===== config.mk =====
export PLATFORM = sky130hd
export DESIGN_NAME = blend_state_translator_top
export DESIGN_NICKNAME = d
export VERILOG_FILES = /design/src/hdl/bst_pkg.sv /design/src/hdl/blend_state_translator_top.sv /design/src/hdl/bst_decode.sv
export SDC_FILE = /design/constraint.sdc
export NUM_CORES = 1
export LEC_CHECK = 0
export BUFFER_PORTS_ARGS = -buffer_cell sky130_fd_sc_hd__buf_2
export CORE_UTILIZATION = 56
export DETAILED_ROUTE_END_ITERATION = 7
export PLACE_DENSITY_LB_ADDON = 0.12
export SYNTH_ARGS = -nofsm -noshare
export SYNTH_HDL_FRONTEND = slang
export SYNTH_SLANG_ARGS = --single-unit

===== constraint.sdc =====
create_clock -name i_clk -period 4.95 [get_ports i_clk]
set_clock_uncertainty 0.1 [all_clocks]
set_input_delay 0.99 -clock i_clk [delete_from_list [all_inputs] [get_ports i_clk]]
set_output_delay 0.99 -clock i_clk [all_outputs]
set_load 0.1 [all_outputs]

===== src/hdl/bst_pkg.sv =====
`timescale 1ns / 1ps

package bst_pkg;

    typedef logic [3:0] t_factor;

    localparam t_factor F_ZERO      = 4'd0;
    localparam t_factor F_ONE       = 4'd1;
    localparam t_factor F_SRCCOL    = 4'd2;
    localparam t_factor F_INVSRCCOL = 4'd3;
    localparam t_factor F_SRCA      = 4'd4;
    localparam t_factor F_INVSRCA   = 4'd5;
    localparam t_factor F_DSTA      = 4'd6;
    localparam t_factor F_INVDSTA   = 4'd7;
    localparam t_factor F_DSTCOL    = 4'd8;
    localparam t_factor F_INVDSTCOL = 4'd9;
    localparam t_factor F_SRC1A     = 4'd10;
    localparam t_factor F_INVSRC1A  = 4'd11;

    localparam logic [2:0] FMT_WITH_ALPHA = 3'd1;
    localparam logic [2:0] FMT_DEPTH_ONLY = 3'd3;

    localparam logic COMBINE_ADD    = 1'b0;
    localparam logic COMBINE_REVSUB = 1'b1;

    typedef struct packed {
        logic       blend_en;
        logic       lop_en;
        logic [7:0] logic_op_code;
        t_factor    src_color_factor;
        t_factor    dst_color_factor;
        t_factor    src_alpha_factor;
        t_factor    dst_alpha_factor;
        logic       color_combine_mode;
        logic       alpha_combine_mode;
        logic       color_write;
        logic       alpha_write;
        logic       dual_src;
    } t_desc;

    function automatic t_factor src_map(input logic [2:0] idx);
        t_factor f;
        case (idx)
            3'd0: f = F_ZERO;
            3'd1: f = F_ONE;
            3'd2: f = F_DSTCOL;
            3'd3: f = F_INVDSTCOL;
            3'd4: f = F_SRCA;
            3'd5: f = F_INVSRCA;
            3'd6: f = F_DSTA;
            3'd7: f = F_INVDSTA;
            default: f = F_ZERO;
        endcase
        return f;
    endfunction

    function automatic t_factor dst_map(input logic [2:0] idx);
        t_factor f;
        case (idx)
            3'd0: f = F_ZERO;
            3'd1: f = F_ONE;
            3'd2: f = F_SRCCOL;
            3'd3: f = F_INVSRCCOL;
            3'd4: f = F_SRCA;
            3'd5: f = F_INVSRCA;
            3'd6: f = F_DSTA;
            3'd7: f = F_INVDSTA;
            default: f = F_ZERO;
        endcase
        return f;
    endfunction

    // ROP3 codes with source as 0xCC and destination as 0xAA.
    function automatic logic [7:0] rop3_map(input logic [3:0] idx);
        logic [7:0] c;
        case (idx)
            4'd0:  c = 8'h00;
            4'd1:  c = 8'h88;
            4'd2:  c = 8'h44;
            4'd3:  c = 8'hCC;
            4'd4:  c = 8'h22;
            4'd5:  c = 8'hAA;
            4'd6:  c = 8'h66;
            4'd7:  c = 8'hEE;
            4'd8:  c = 8'h11;
            4'd9:  c = 8'h99;
            4'd10: c = 8'h55;
            4'd11: c = 8'hDD;
            4'd12: c = 8'h33;
            4'd13: c = 8'hBB;
            4'd14: c = 8'h77;
            4'd15: c = 8'hFF;
            default: c = 8'h00;
        endcase
        return c;
    endfunction

    function automatic t_factor no_alpha_fix(input t_factor f);
        t_factor r;
        if (f == F_DSTA) begin
            r = F_ONE;
        end else if (f == F_INVDSTA) begin
            r = F_ZERO;
        end else begin
            r = f;
        end
        return r;
    endfunction

    function automatic t_factor dual_fix(input t_factor f);
        t_factor r;
        if (f == F_SRCA) begin
            r = F_SRC1A;
        end else if (f == F_INVSRCA) begin
            r = F_INVSRC1A;
        end else begin
            r = f;
        end
        return r;
    endfunction

endpackage


===== src/hdl/blend_state_translator_top.sv =====
`timescale 1ns / 1ps
// Channel   Direction  Handshake          Payload
// request   in         i_valid / o_ready  i_blend_mode_word, i_efb_format,
//                                         i_dual_source_request
// result    out        o_valid / i_ready  o_blend_en ... o_dual_src_alpha
//
// One word per cycle while the result is not stalled. An accepted word is decoded
// out of the input register and lands in the result register once that register is
// empty or its result is being taken, and it is offered from there.
// Reset (synchronous, active low) empties both stages; no clearing pass.
// When the result is stalled the input stage still takes a word if it is empty,
// so up to two words are held while the output waits.

module blend_state_translator_top (
    input  logic        i_clk,
    input  logic        i_rst_n,
    input  logic        i_valid,
    output logic        o_ready,
    input  logic [15:0] i_blend_mode_word,
    input  logic [2:0]  i_efb_format,
    input  logic        i_dual_source_request,
    output logic        o_valid,
    input  logic        i_ready,
    output logic        o_blend_en,
    output logic        o_logic_op_en,
    output logic [7:0]  o_logic_op_code,
    output logic [3:0]  o_src_color_factor,
    output logic [3:0]  o_dst_color_factor,
    output logic [3:0]  o_src_alpha_factor,
    output logic [3:0]  o_dst_alpha_factor,
    output logic        o_color_combine_mode,
    output logic        o_alpha_combine_mode,
    output logic        o_color_write,
    output logic        o_alpha_write,
    output logic        o_dual_src_alpha
);
    import bst_pkg::*;

    logic        r_s1_valid;
    logic [15:0] r_s1_word;
    logic [2:0]  r_s1_fmt;
    logic        r_s1_req;
    logic        r_s2_valid;
    t_desc       r_s2_desc;
    t_desc       n_s2_desc;
    logic        w_s2_load;
    logic        w_s1_load;

    assign w_s2_load = r_s1_valid & (~r_s2_valid | i_ready);
    assign o_ready   = ~r_s1_valid | w_s2_load;
    assign w_s1_load = i_valid & o_ready;

    bst_decode u_decode (
        .i_blend_mode_word    (r_s1_word),
        .i_efb_format         (r_s1_fmt),
        .i_dual_source_request(r_s1_req),
        .o_desc               (n_s2_desc)
    );

    always_ff @(posedge i_clk) begin
        if (!i_rst_n) begin
            r_s1_valid <= 1'b0;
            r_s2_valid <= 1'b0;
        end else begin
            if (o_ready) begin
                r_s1_valid <= i_valid;
            end
            if (~r_s2_valid | i_ready) begin
                r_s2_valid <= r_s1_valid;
            end
        end
    end

    always_ff @(posedge i_clk) begin
        if (w_s1_load) begin
            r_s1_word <= i_blend_mode_word;
            r_s1_fmt  <= i_efb_format;
            r_s1_req  <= i_dual_source_request;
        end
        if (w_s2_load) begin
            r_s2_desc <= n_s2_desc;
        end
    end

    assign o_valid              = r_s2_valid;
    assign o_blend_en           = r_s2_desc.blend_en;
    assign o_logic_op_en        = r_s2_desc.lop_en;
    assign o_logic_op_code      = r_s2_desc.logic_op_code;
    assign o_src_color_factor   = r_s2_desc.src_color_factor;
    assign o_dst_color_factor   = r_s2_desc.dst_color_factor;
    assign o_src_alpha_factor   = r_s2_desc.src_alpha_factor;
    assign o_dst_alpha_factor   = r_s2_desc.dst_alpha_factor;
    assign o_color_combine_mode = r_s2_desc.color_combine_mode;
    assign o_alpha_combine_mode = r_s2_desc.alpha_combine_mode;
    assign o_color_write        = r_s2_desc.color_write;
    assign o_alpha_write        = r_s2_desc.alpha_write;
    assign o_dual_src_alpha     = r_s2_desc.dual_src;

    // A result is never dropped while the consumer stalls.
    a_hold_result: assert property (@(posedge i_clk) disable iff (!i_rst_n)
        o_valid && !i_ready |=> o_valid && $stable(o_logic_op_code))
        else $error("result dropped or changed while stalled");

    a_logic_op_excl: assert property (@(posedge i_clk) disable iff (!i_rst_n)
        o_valid && o_logic_op_en |-> !o_blend_en)
        else $error("logic op enabled together with blending");

    a_rop_gated: assert property (@(posedge i_clk) disable iff (!i_rst_n)
        o_valid && (o_logic_op_code != 8'h00) |-> o_logic_op_en)
        else $error("ROP code set without logic op");

    a_dual_needs_alpha: assert property (@(posedge i_clk) disable iff (!i_rst_n)
        o_valid && o_dual_src_alpha |-> o_alpha_write)
        else $error("dual source without alpha write");

endmodule


===== src/hdl/bst_decode.sv =====
`timescale 1ns / 1ps

module bst_decode (
    input  logic [15:0]   i_blend_mode_word,
    input  logic [2:0]    i_efb_format,
    input  logic          i_dual_source_request,
    output bst_pkg::t_desc o_desc
);
    import bst_pkg::*;

    logic       w_blend_en;
    logic       w_logic_bit;
    logic       w_subtract;
    logic [2:0] w_dst_idx;
    logic [2:0] w_src_idx;
    logic [2:0] w_sai;
    logic [2:0] w_dai;
    logic       w_has_color;
    logic       w_has_alpha;
    logic       w_cw;
    logic       w_aw;
    logic       w_dual;
    t_factor    w_sc, w_dc, w_sa, w_da;
    t_factor    w_sc2, w_dc2;

    assign w_blend_en  = i_blend_mode_word[0];
    assign w_logic_bit = i_blend_mode_word[1];
    assign w_subtract  = i_blend_mode_word[11];
    assign w_dst_idx   = i_blend_mode_word[7:5];
    assign w_src_idx   = i_blend_mode_word[10:8];

    assign w_has_color = (i_efb_format != FMT_DEPTH_ONLY);
    assign w_has_alpha = (i_efb_format == FMT_WITH_ALPHA);
    assign w_cw        = i_blend_mode_word[3] & w_has_color;
    assign w_aw        = i_blend_mode_word[4] & w_has_alpha;
    assign w_dual      = i_dual_source_request & w_aw;

    // The alpha terms swap each color term for its alpha counterpart.
    assign w_sai = (w_src_idx == 3'd2 || w_src_idx == 3'd3) ? {1'b1, w_src_idx[1:0]}
                                                           : w_src_idx;
    assign w_dai = (w_dst_idx == 3'd2 || w_dst_idx == 3'd3) ? {2'b10, w_dst_idx[0]}
                                                           : w_dst_idx;

    always_comb begin
        w_sc = F_ONE;
        w_sa = F_ONE;
        w_dc = F_ZERO;
        w_da = F_ZERO;
        o_desc = '0;
        o_desc.color_combine_mode = COMBINE_ADD;
        o_desc.alpha_combine_mode = COMBINE_ADD;
        if (w_blend_en) begin
            if (w_subtract) begin
                w_sc = F_ONE;
                w_sa = F_ONE;
                w_dc = F_ONE;
                w_da = F_ONE;
                o_desc.color_combine_mode = COMBINE_REVSUB;
                o_desc.alpha_combine_mode = COMBINE_REVSUB;
            end else begin
                w_sc = src_map(w_src_idx);
                w_dc = dst_map(w_dst_idx);
                w_sa = src_map(w_sai);
                w_da = dst_map(w_dai);
            end
        end else if (w_logic_bit) begin
            o_desc.lop_en        = 1'b1;
            o_desc.logic_op_code = rop3_map(i_blend_mode_word[15:12]);
        end

        w_sc2 = w_has_alpha ? w_sc : no_alpha_fix(w_sc);
        w_dc2 = w_has_alpha ? w_dc : no_alpha_fix(w_dc);

        o_desc.blend_en          = w_blend_en;
        o_desc.src_color_factor  = w_dual ? dual_fix(w_sc2) : w_sc2;
        o_desc.dst_color_factor  = w_dual ? dual_fix(w_dc2) : w_dc2;
        o_desc.src_alpha_factor  = w_dual ? dual_fix(w_sa) : w_sa;
        o_desc.dst_alpha_factor  = w_dual ? dual_fix(w_da) : w_da;
        o_desc.color_write       = w_cw;
        o_desc.alpha_write       = w_aw;
        o_desc.dual_src          = w_dual;
    end

endmodule


# Yosys cells after proc, flatten, opt, wreduce, memory -nomap -nowiden
# Memory sizes are Yosys's and may differ from the RTL's. A register that Yosys moved wholly into a read port is not among the register bits.
# Index checks and enable logic that the tools add are counted.
dict set report op_classes {
  n_eq_ne 18
  muxes 33
  bitwise 10
  n_reduce_logical 3
}
# cell count
set ops {}
lappend ops {{4-bit 2-to-1 mux} 27}
lappend ops {{4-bit by 3-bit == test with 1-bit output, second input constant} 12}
lappend ops {{3-bit by 2-bit == test with 1-bit output, second input constant} 4}
lappend ops {{3-bit 2-to-1 mux} 4}
lappend ops {{9-bit 2-to-1 mux} 1}
lappend ops {{1-bit bitwise AND} 5}
lappend ops {{3-bit by 1-bit == test with 1-bit output, second input constant} 1}
lappend ops {{3-bit by 2-bit != test with 1-bit output, second input constant} 1}
lappend ops {{1-bit inverter} 3}
lappend ops {{1-bit logical OR} 2}
lappend ops {{2-bit 2-to-1 mux} 1}
lappend ops {{1-bit OR} 2}
lappend ops {{2-bit OR reduction} 1}
dict set report totals {
  register_bits 53
  rom_bits 240
  elab_cells 86
  mem_count 5
}
# memory words width read_ports rd_clocked_by_memory_dff wr line_no
set mem_list {}
lappend mem_list {{(no name shown)} 16 8 1 1 0 bst_pkg.sv:76} ;# case (idx)
lappend mem_list {{(no name shown)} 8 4 1 1 0 bst_pkg.sv:43} ;# case (idx)
lappend mem_list {{(no name shown)} 8 4 1 0 0 bst_pkg.sv:43}
lappend mem_list {{(no name shown)} 8 3 1 1 0 bst_pkg.sv:59} ;# case (idx)
lappend mem_list {{(no name shown)} 8 3 1 0 0 bst_pkg.sv:59}

# Longest topological paths before layout
# Gate-level depths: netlist of run 1.
dict set report logic_depth {
  depth_word 10
  ltp_mapped 4
  depth_no_buf 4
}

# Cells and area by module
# Synthesis of run 1 repeated with hierarchy kept, for this count alone.
dict set report hier_totals {
  cells_unflattened 123
  hier_area_um2 2063.2
}
# module n_inst cells_per_inst area_per_inst_um2 seq_area_each_um2
set modules_own_cells {}
lappend modules_own_cells {blend_state_translator_top 1 60 1635.3 1571.5}
lappend modules_own_cells {bst_decode 1 63 427.9 0.0}

# Least setup slack after synthesis of run 1
# OpenSTA, ideal clock, no wires.
dict set report synth_timing {
  path_type {reg-to-reg}
  from {register r_s2_valid (netlist: o_valid)}
  to {register r_s1_fmt[0] (enable)}
  setup_time_ns 0.331
  arrival_time_ns 2.795
  required_time_ns 4.519
  setup_slack_ns 1.725
  path_stages_with_launch 5
  period_less_slack_ns 3.225
  cell_sequence {dfxtp_1 nand3b_1 nand2_1 buf_4 inv_1}
}
dict set report synth_via {
  elab_chain_cells 5
}
# item line_no
set synth_rtl {}
lappend synth_rtl {{from (decl)} blend_state_translator_top.sv:43} ;# logic r_s2_valid;
lappend synth_rtl {{from (signal assigned)} blend_state_translator_top.sv:69} ;# r_s2_valid <= r_s1_valid;
lappend synth_rtl {{1-bit inverter} blend_state_translator_top.sv:49} ;# assign w_s2_load = r_s1_valid & (~r_s2_valid | i_ready);
lappend synth_rtl {{1-bit OR} blend_state_translator_top.sv:49}
lappend synth_rtl {{1-bit bitwise AND} blend_state_translator_top.sv:49}
lappend synth_rtl {{1-bit OR} blend_state_translator_top.sv:50} ;# assign o_ready = ~r_s1_valid | w_s2_load;
lappend synth_rtl {{net o_ready} blend_state_translator_top.sv:18} ;# output logic o_ready,
lappend synth_rtl {{1-bit bitwise AND} blend_state_translator_top.sv:51} ;# assign w_s1_load = i_valid & o_ready;
lappend synth_rtl {{net w_s1_load} blend_state_translator_top.sv:47} ;# logic w_s1_load;
lappend synth_rtl {{to (signal assigned)} blend_state_translator_top.sv:77} ;# r_s1_fmt <= i_efb_format;
lappend synth_rtl {{to (decl)} blend_state_translator_top.sv:41} ;# logic [2:0] r_s1_fmt;
# The timed path passes the listed nets, and every way through them passes these cells.
# A chain may end at the register's enable or synchronous reset.

# Worst setup path in the final report of run 1
dict set report layout_timing {
  from {input i_ready}
  to {output o_ready}
}
dict set report layout_via {
  elab_chain_cells 3
}
# item line_no
set layout_rtl {}
lappend layout_rtl {{from (decl)} blend_state_translator_top.sv:23} ;# input logic i_ready,
lappend layout_rtl {{1-bit OR} blend_state_translator_top.sv:49}
lappend layout_rtl {{1-bit bitwise AND} blend_state_translator_top.sv:49}
lappend layout_rtl {{1-bit OR} blend_state_translator_top.sv:50}
lappend layout_rtl {{to (decl)} blend_state_translator_top.sv:18}
# No other way between the ends.

==> flow_summary.ini, run 1 <==
[status]
outcome = finished, final reports clean

[layout]
fin_area_mm2 = 0.00269
fin_nets = 230
syn2layout_area_growth_pct = 20.9
drive_gt1_share_pct = 37.9
diodes = 0
final_cells = 259

[timing]
maxClockFrequency_mhz = 363
setup-tns-final_ns = 0
slew_viol_final = 0
period_needed_ns = 2.75
rsz0062_at_grt = false
worst_pin_slew_ns = 0.763
final_hold_viol_count = 0
setup_viol = 0
fin_crit_sh_pct = 55.7
slew_headroom_pct = 49.1

[synth]
postSynth.asyncResetShare_pct = 0
synthTopCellsByCount = edfxtp_1, dfxtp_1, nand2_1, mux2_2, inv_1
synthTopCellsByArea = edfxtp_1, dfxtp_1, mux2_2
yosysWarnings = 0
postSynthCellCount = 146
synth_top_cell_by_area = edfxtp_1
synth_fp_nets = 170
ys_seq_area_share_pct = 72.5
netlist_area_mm2 = 0.00222
synth_cell_types = 33
postSynthAreaPerCell_um2 = 15.2
synth_edf_count = 45
ys.flop_type = edfxtp_1
synth_most_common_cell = edfxtp_1
ys_seq_elements = 58
synth_top_area_share_pct = 60.8

[detailed_routing]
drcViolationCount = 0
vias_per_cell = 5.22
vias = 1351
routed_wl_mm = 3.65
drtAntennaViolNets = 0
first_pass_iters = 5
wl_per_cell_um = 14.1
drt_iter0_drc = 114

[critical_path]
worst_setup_path_start_kind = input pin
crit_slowest_cell = buf_2
crit_chain = buf_2, nand3b_1, buf_2
critical_path.most_common_cell = buf_2
crit_buf_inv = 2
arrival_ns = 1.66
crit_required_ns = 3.86
end_kind = output port
path_delay_family = buffers and inverters
critPathMaxStageDelay_ns = 0.44
cp_max_fo = 3
crit_type = in2out

[power_and_ir_drop]
leakage_nw = 1.07
vdd_drop_max_v = 0.000232
cellPowerDensity_mw_per_mm2 = 412

[grt]
grt_usage_pct = 19.4
grt_max_degree = 27
grt_antenna_before_repair = 0
grt_pass1_vias = 1318
grt.overflow.total = 0
grt_pass1_wl_mm = 5.77

[die]
die-area_mm2 = 0.00422
die_h_um = 65.0
start_util_pct = 59.4
coreArea_mm2 = 0.00374
die_w_um = 65.0
ios = 57
fp-row-count = 22

[clocking]
hold_buffers = 0
clk_latency_ns = 0.33
clk_pin_slew_worst_paths_ns = 0.06
clk_path_buf_depth = 2
post_cts_buffers = 0
cts_root_buf = clkbuf_8
cts_tree = built
cts.sinks = 58
htreeDepth = 3
cts_buffers = 9
ctsResizeCount = 0

[placement]
dpl.cell_count = 243
gp_congestion = 0.807
io_buffers = 55
placedInstanceArea_mm2 = 0.00252
hpwl_mm = 2.48

[worst_hold_path]
hold_class = reg2reg

[run]
drv_cap = 0
## cell usage in the layout (no fill, tap or decap), types with 2 or more instances in the layout
master / Yosys / final
and2_1: 7 / 7
buf_2: 1 / 55
clkbuf_1: 0 / 5
clkbuf_8: 0 / 11
dfxtp_1: 13 / 13
edfxtp_1: 45 / 45
inv_1: 8 / 8
mux2_2: 9 / 9
mux2i_1: 2 / 2
nand2_1: 11 / 11
nand2b_1: 4 / 4
nand3b_1: 3 / 3
nor2b_1: 4 / 3
nor3_1: 3 / 3
nor4_1: 4 / 4
o211ai_1: 2 / 2
o21a_1: 2 / 2
o21ai_0: 4 / 4
o31a_1: 3 / 3
## cells by family after synthesis
group	synth area share, %
AO/OA/AOI/OAI	6.19
XOR/XNOR	0.394
AND/OR/NAND/NOR	11.8
buffers and inverters	3.60
multiplexers	5.46
flip-flops	72.5
## power breakdown
| group | total [mW] | leakage [nW] | switching (mW) | internal, mW |
|---|---|---|---|---|
| clock network | 0.376 | 0.0850 | 0.166 | 0.210 |
| registers | 0.571 | 0.532 | 0.0150 | 0.556 |
| logic | 0.161 | 0.450 | 0.128 | 0.0328 |
## routing by layer
layer / share of wire [%] / vias to the layer above / track usage (%)
met4: 2.3 / 0 / 14.2
li1: - / 658 / -
met2: 51 / 53 / 33.2
met3: 4.7 / 10 / 4.75
met1: 42 / 630 / 20.7
met5: 0 / - / 0
## final timing paths
| check | startpoint | end | slack (ns) | depth (start not counted) |
|---|---|---|---|---|
| setup / recovery | i_ready | o_ready | 2.20 | 3 |
| hold / removal | r_s1_word[12] | flop | 0.37 | 1 |
| setup reg to reg | r_s1_valid | r_s1_req | 2.95 | 3 |
| hold reg to reg | r_s1_word[12] | flop | 0.37 | 1 |
## layout make-up
| class | instances | area (µm²) |
|---|---|---|
| flip-flops and latches | 58 | 1610 |
| well taps | 48 | 60.1 |
| clock buffers | 16 | 170 |
| repair buffers | 56 | 283 |
| fillers | 269 | 1060 |
| inverters | 8 | 30.0 |
| multi-input cells | 73 | 533 |
## stage by stage
step | total power, mW | hold slack [ns] | worst slack (ns) | util, %
global placement | 0.738 | 0.357 | 2.23 | 67.2
CTS | 1.11 | 0.376 | 2.19 | 71.8
detailed placement | 0.743 | 0.362 | 2.14 | 67.2
global route | 1.14 | 0.384 | 2.18 | 71.8
finish | 1.11 | 0.375 | 2.20 | 71.8
floorplan | 0.713 | 0.348 | 1.72 | -
(Power assumes the default switching activity.)
==> run 2: changes to the inputs <==
--- a/config.mk
+++ b/config.mk
@@ -6,7 +6,7 @@
 export NUM_CORES = 1
 export LEC_CHECK = 0
 export BUFFER_PORTS_ARGS = -buffer_cell sky130_fd_sc_hd__buf_2
-export CORE_UTILIZATION = 56
+export CORE_UTILIZATION = 52
 export DETAILED_ROUTE_END_ITERATION = 7
 export PLACE_DENSITY_LB_ADDON = 0.12
 export SYNTH_ARGS = -nofsm -noshare
==> constraint.sdc (replaced) <==
create_clock -name i_clk -period 2.88 [get_ports i_clk]
set_clock_uncertainty 0.1 [all_clocks]
set_input_delay 0.576 -clock i_clk [delete_from_list [all_inputs] [get_ports i_clk]]
set_output_delay 0.576 -clock i_clk [all_outputs]
set_load 0.1 [all_outputs]
==> run 2 against run 1 <==
Net effect:
- die area up 7.5%
- combinational power up 73%
- wire length up 2.0%
- via count down 0.67%
- final cell count up 1.2%
- worst hold slack worse by 0.049 ns
- register-to-register slack worse by 1.9 ns
- non-clock buffer count up 1
- critical path type unchanged
- critical endpoint unchanged
- largest power group unchanged
==> flow_summary.ini, run 2 (synthesized netlist as in run 1, its figures left out) <==
[critical_path]
path_delay_family = buffers and inverters
crit_start = i_ready
worst_setup_path_start_kind = input pin
cp_max_fo = 3
crit_buf_inv = 2
critPathMaxStageDelay_ns = 0.44
r2r_cells = 3
end_kind = output port
critical_path.most_common_cell = buf_2
crit_slowest_cell = buf_2
crit_chain = buf_2, nand3b_1, buf_2
arrival_ns = 1.23
crit_required_ns = 2.20
crit_type = in2out
reg2reg_from = r_s1_word[0]
critical_path_cell_count = 3

[detailed_routing]
wl_per_cell_um = 14.2
routed_wl_mm = 3.72
drt_iter0_drc = 113
vias_per_cell = 5.12
drtAntennaViolNets = 0
vias = 1342
drcViolationCount = 0
first_pass_iters = 4

[timing]
slew_headroom_pct = 51.0
fin_crit_sh_pct = 66.2
setup-tns-final_ns = 0
period_needed_ns = 1.91
slew_viol_final = 0
maxClockFrequency_mhz = 525
worst_pin_slew_ns = 0.734
final_hold_viol_count = 0
setup_viol = 0
rsz0062_at_grt = false

[grt]
grt_antenna_before_repair = 0
grt_max_degree = 27
grt_usage_pct = 18.3
grt_pass1_wl_mm = 5.60
grt.overflow.total = 0
grt_pass1_vias = 1223

[die]
die-area_mm2 = 0.00454
die_h_um = 67.4
start_util_pct = 54.8
coreArea_mm2 = 0.00406
die_w_um = 67.4
ios = 57
fp-row-count = 23

[placement]
placedInstanceArea_mm2 = 0.00253
hpwl_mm = 2.52
io_buffers = 55
gp_congestion = 0.895

[power_and_ir_drop]
switching_share_pct = 28.3
cellPowerDensity_mw_per_mm2 = 694
internal_power_mw = 1.34
power_frac_comb_pct = 14.9
p_sw_uw = 529
power_frac_clock_pct = 32.5
leakage_nw = 1.07
vdd_drop_max_v = 0.000463
seqPwrFrac_pct = 52.6

[clocking]
clk_pin_slew_worst_paths_ns = 0.06
cts_buffers = 9
hold_buffers = 0
cts_tree = built
clk_path_buf_depth = 2
cts.sinks = 58
ctsResizeCount = 0
post_cts_buffers = 0
cts_root_buf = clkbuf_8
htreeDepth = 3
clk_latency_ns = 0.32

[layout]
syn2layout_area_growth_pct = 21.1
layout_commonest_cell = buf_2
fin_area_mm2 = 0.00269
drive_gt1_share_pct = 39.2
fin_nets = 231
final_cell_mix = buf_2, edfxtp_1, dfxtp_1, nand2_1, clkbuf_8
diodes = 0
nFillCells = 304

[worst_hold_path]
min_path_cells = 1
hp-start = i_blend_mode_word[11]
hold_class = in2reg

[run]
drv_cap = 0

[status]
outcome = finished, final reports clean
==> run 2: worst paths after layout <==
kind,end,slack (ns)
worst min-delay path,r_s1_word[11],0.33
worst max-delay path,o_ready,0.97
worst max register to register,o_src_color_factor[3],1.05
worst min register to register,flop,0.38
==> run 2: final cells by class <==
type / count / area, µm² / area share, %
well taps: 50 / 62.6 / 2.32
multi-input cells: 73 / 533 / 19.8
inverters: 8 / 30.0 / 1.12
clock buffers: 12 / 145 / 5.39
repair buffers: 57 / 290 / 10.8
flip-flops and latches: 58 / 1610 / 59.9
clock inverters: 4 / 17.5 / 0.651
==> run 2: metrics by stage <==
step	hold slack (ns)	utilization (%)	cells	power (mW)	setup WS [ns]
2_1_floorplan	0.348	-	146	1.23	0.0322
3_3_place_gp	0.357	62.3	246	1.27	0.992
3_5_place_dp	0.362	62.3	246	1.28	0.939
4_1_cts	0.309	66.3	262	1.88	0.965
5_1_grt	0.307	66.3	262	1.94	0.935
6_report	0.325	66.3	262	1.87	0.974
==> run 2: routing by layer <==
metal  part of all wire [%]  track usage (%)  up-vias
met4                    1.2             11.2        0
met2                     53             30.8       63
li1                       -                -      657
met1                     40             19.1      616
met3                    6.2             7.09        6
met5                      0                0        -
==> run 2: worst reg2reg max path, cell delays in order, from the launching register on <==
cell and delay, ns:
edfxtp_1 0.51, nor2b_1 0.61, nand2_1 0.16, o31ai_1 0.27
==> run 2: power groups by stage <==
stage | clock, mW | combinational, mW | sequential, mW
3_5_place_dp | 0 | 0.279 | 1.00
2_1_floorplan | 0 | 0.0941 | 1.13
6_report | 0.608 | 0.278 | 0.983
4_1_cts | 0.622 | 0.280 | 0.983
3_3_place_gp | 0 | 0.274 | 0.997
5_1_grt | 0.657 | 0.291 | 0.988
==> run 3: changes to the inputs <==
==> constraint.sdc (replaced) <==
create_clock -name i_clk -period 1.9 [get_ports i_clk]
set_clock_uncertainty 0.1 [all_clocks]
set_input_delay 0.38 -clock i_clk [delete_from_list [all_inputs] [get_ports i_clk]]
set_output_delay 0.38 -clock i_clk [all_outputs]
set_load 0.1 [all_outputs]
==> run 3 against run 2 <==
Net effect:
- sequential cell count did not move
- clock power increased by 66%
- combinational power up 56%
- die area unchanged
- sequential power up 52%
- global-route usage increased by 0.29 points
- critical path depth shrank 1
- final cell count up 1.9%
- non-clock buffer count is 5 higher
- critical path type is now reg2out
- highest routed layer unchanged
==> flow_summary.ini, run 3 (synthesized netlist as in run 1, its figures left out) <==
[status]
outcome = finished, final reports clean

[critical_path]
crit_slowest_cell = buf_2
path_delay_family = buffers and inverters
crit_type = reg2out
cp_max_fo = 3
end_kind = output port
crit_required_ns = 1.42
worst_setup_path_start_kind = flop
crit_buf_inv = 1
critPathMaxStageDelay_ns = 0.45
arrival_ns = 1.25
crit_chain = nand3b_1, buf_2

[detailed_routing]
drcViolationCount = 0
vias = 1390
routed_wl_mm = 3.75
first_pass_iters = 4
wl_per_cell_um = 14.0
drt_iter0_drc = 77
vias_per_cell = 5.21
drtAntennaViolNets = 0

[die]
coreArea_mm2 = 0.00406
die_h_um = 67.4
die_w_um = 67.4
die-area_mm2 = 0.00454
ios = 57
fp-row-count = 23
start_util_pct = 54.8

[grt]
grt_pass1_vias = 1314
use_met2_pct = 31.6
grt.busiest_layer = met2
grt.overflow.total = 0
use_met1_pct = 19.2
grt_pass1_wl_mm = 5.71
met3_usage_pct = 5.07
grt_antenna_before_repair = 0
grt_usage_pct = 18.5
grt_max_degree = 27

[clocking]
post_cts_buffers = 0
clk_latency_ns = 0.33
clk_pin_slew_worst_paths_ns = 0.06
cts_root_buf = clkbuf_8
ctsResizeCount = 0
htreeDepth = 3
hold_buffers = 0
cts_tree = built
cts.sinks = 58
clk_path_buf_depth = 2
cts_buffers = 9

[layout]
syn2layout_area_growth_pct = 24.1
final_cell_mix = buf_2, edfxtp_1, dfxtp_1, clkbuf_8, nand2_1
postLayoutCoreUtil_pct = 68.0
nFillCells = 305
final_cells = 267
layout_commonest_cell = buf_2
diodes = 0
drive_gt1_share_pct = 42.4
fin_nets = 236

[worst_hold_path]
hold_class = in2reg

[timing]
worst_slack_ns = 0.166
period_needed_ns = 1.73
final_hold_viol_count = 0
worst_pin_slew_ns = 0.496
maxClockFrequency_mhz = 577
slew_viol_final = 0
slew_headroom_pct = 67.1
fin_crit_sh_pct = 91.2
rsz0062_at_grt = false
setup_viol = 0
setup-tns-final_ns = 0

[placement]
hpwl_mm = 2.67
gp_congestion = 0.888
dpl.cell_count = 251
pre_cts_ws_ns = 0.220
io_buffers = 55

[power_and_ir_drop]
cellPowerDensity_mw_per_mm2 = 1060
vdd_drop_max_v = 0.000528
leakage_nw = 1.10

[run]
drv_cap = 0
run 3: changes by cell type in the layout (fill, tap and decap cells not counted):
cell | previous run | this run
buf_4 | 2 | 7
clkbuf_8 | 10 | 12
clkinv_1 | 2 | 0
clkinvlp_4 | 0 | 1
dfxtp_2 | 1 | 0
dfxtp_4 | 0 | 1
inv_1 | 8 | 7
nand2_1 | 11 | 10
nand2_2 | 0 | 1
run 3: through the flow:
stage	area, µm²	power (mW)	hold slack [ns]
CTS	2760	2.95	0.110
finish	2760	2.93	0.123
global placement	2570	1.93	0.358
floorplan	2240	1.86	0.348
global route	2760	3.03	0.116
detailed placement	2570	1.95	0.363
run 3: final timing paths:
check                                              to  slack (ns)  depth (start not counted)            startpoint
worst max-delay path                          o_ready        0.17                          2               o_valid
worst min-delay path                     r_s1_word[1]        0.12                          1  i_blend_mode_word[1]
worst max register to register  o_dst_color_factor[0]        0.22                          3           r_s1_fmt[2]
worst min register to register                   flop        0.37                          1         r_s1_word[13]
run 3: power by group:
part / internal, mW / total [mW] / switching, mW
registers: 1.45 / 1.49 / 0.0377
clock network: 0.576 / 1.01 / 0.437
logic: 0.0946 / 0.433 / 0.339
run 3: routing by layer:
metal	up-vias	routed length, µm
li1	671	-
met1	652	1520
met2	56	1920
met3	11	209
met4	0	93
met5	-	0
run 3: cell type report:
class	count	area [µm²]	area share (%)
well taps	50	62.6	2.27
repair buffers	62	328	11.9
clock buffers	14	173	6.26
inverters	8	33.8	1.23
clock inverters	2	10.0	0.363
multi-input cells	73	536	19.4
flip-flops and latches	58	1620	58.6
run 3: worst register-to-register path: cells and delay by family, from the launching register on:
family	cells	cell delay, ns
AOI/OAI and AO/OA	1	0.31
DFF	1	0.47
and+or+nand+nor	2	0.55
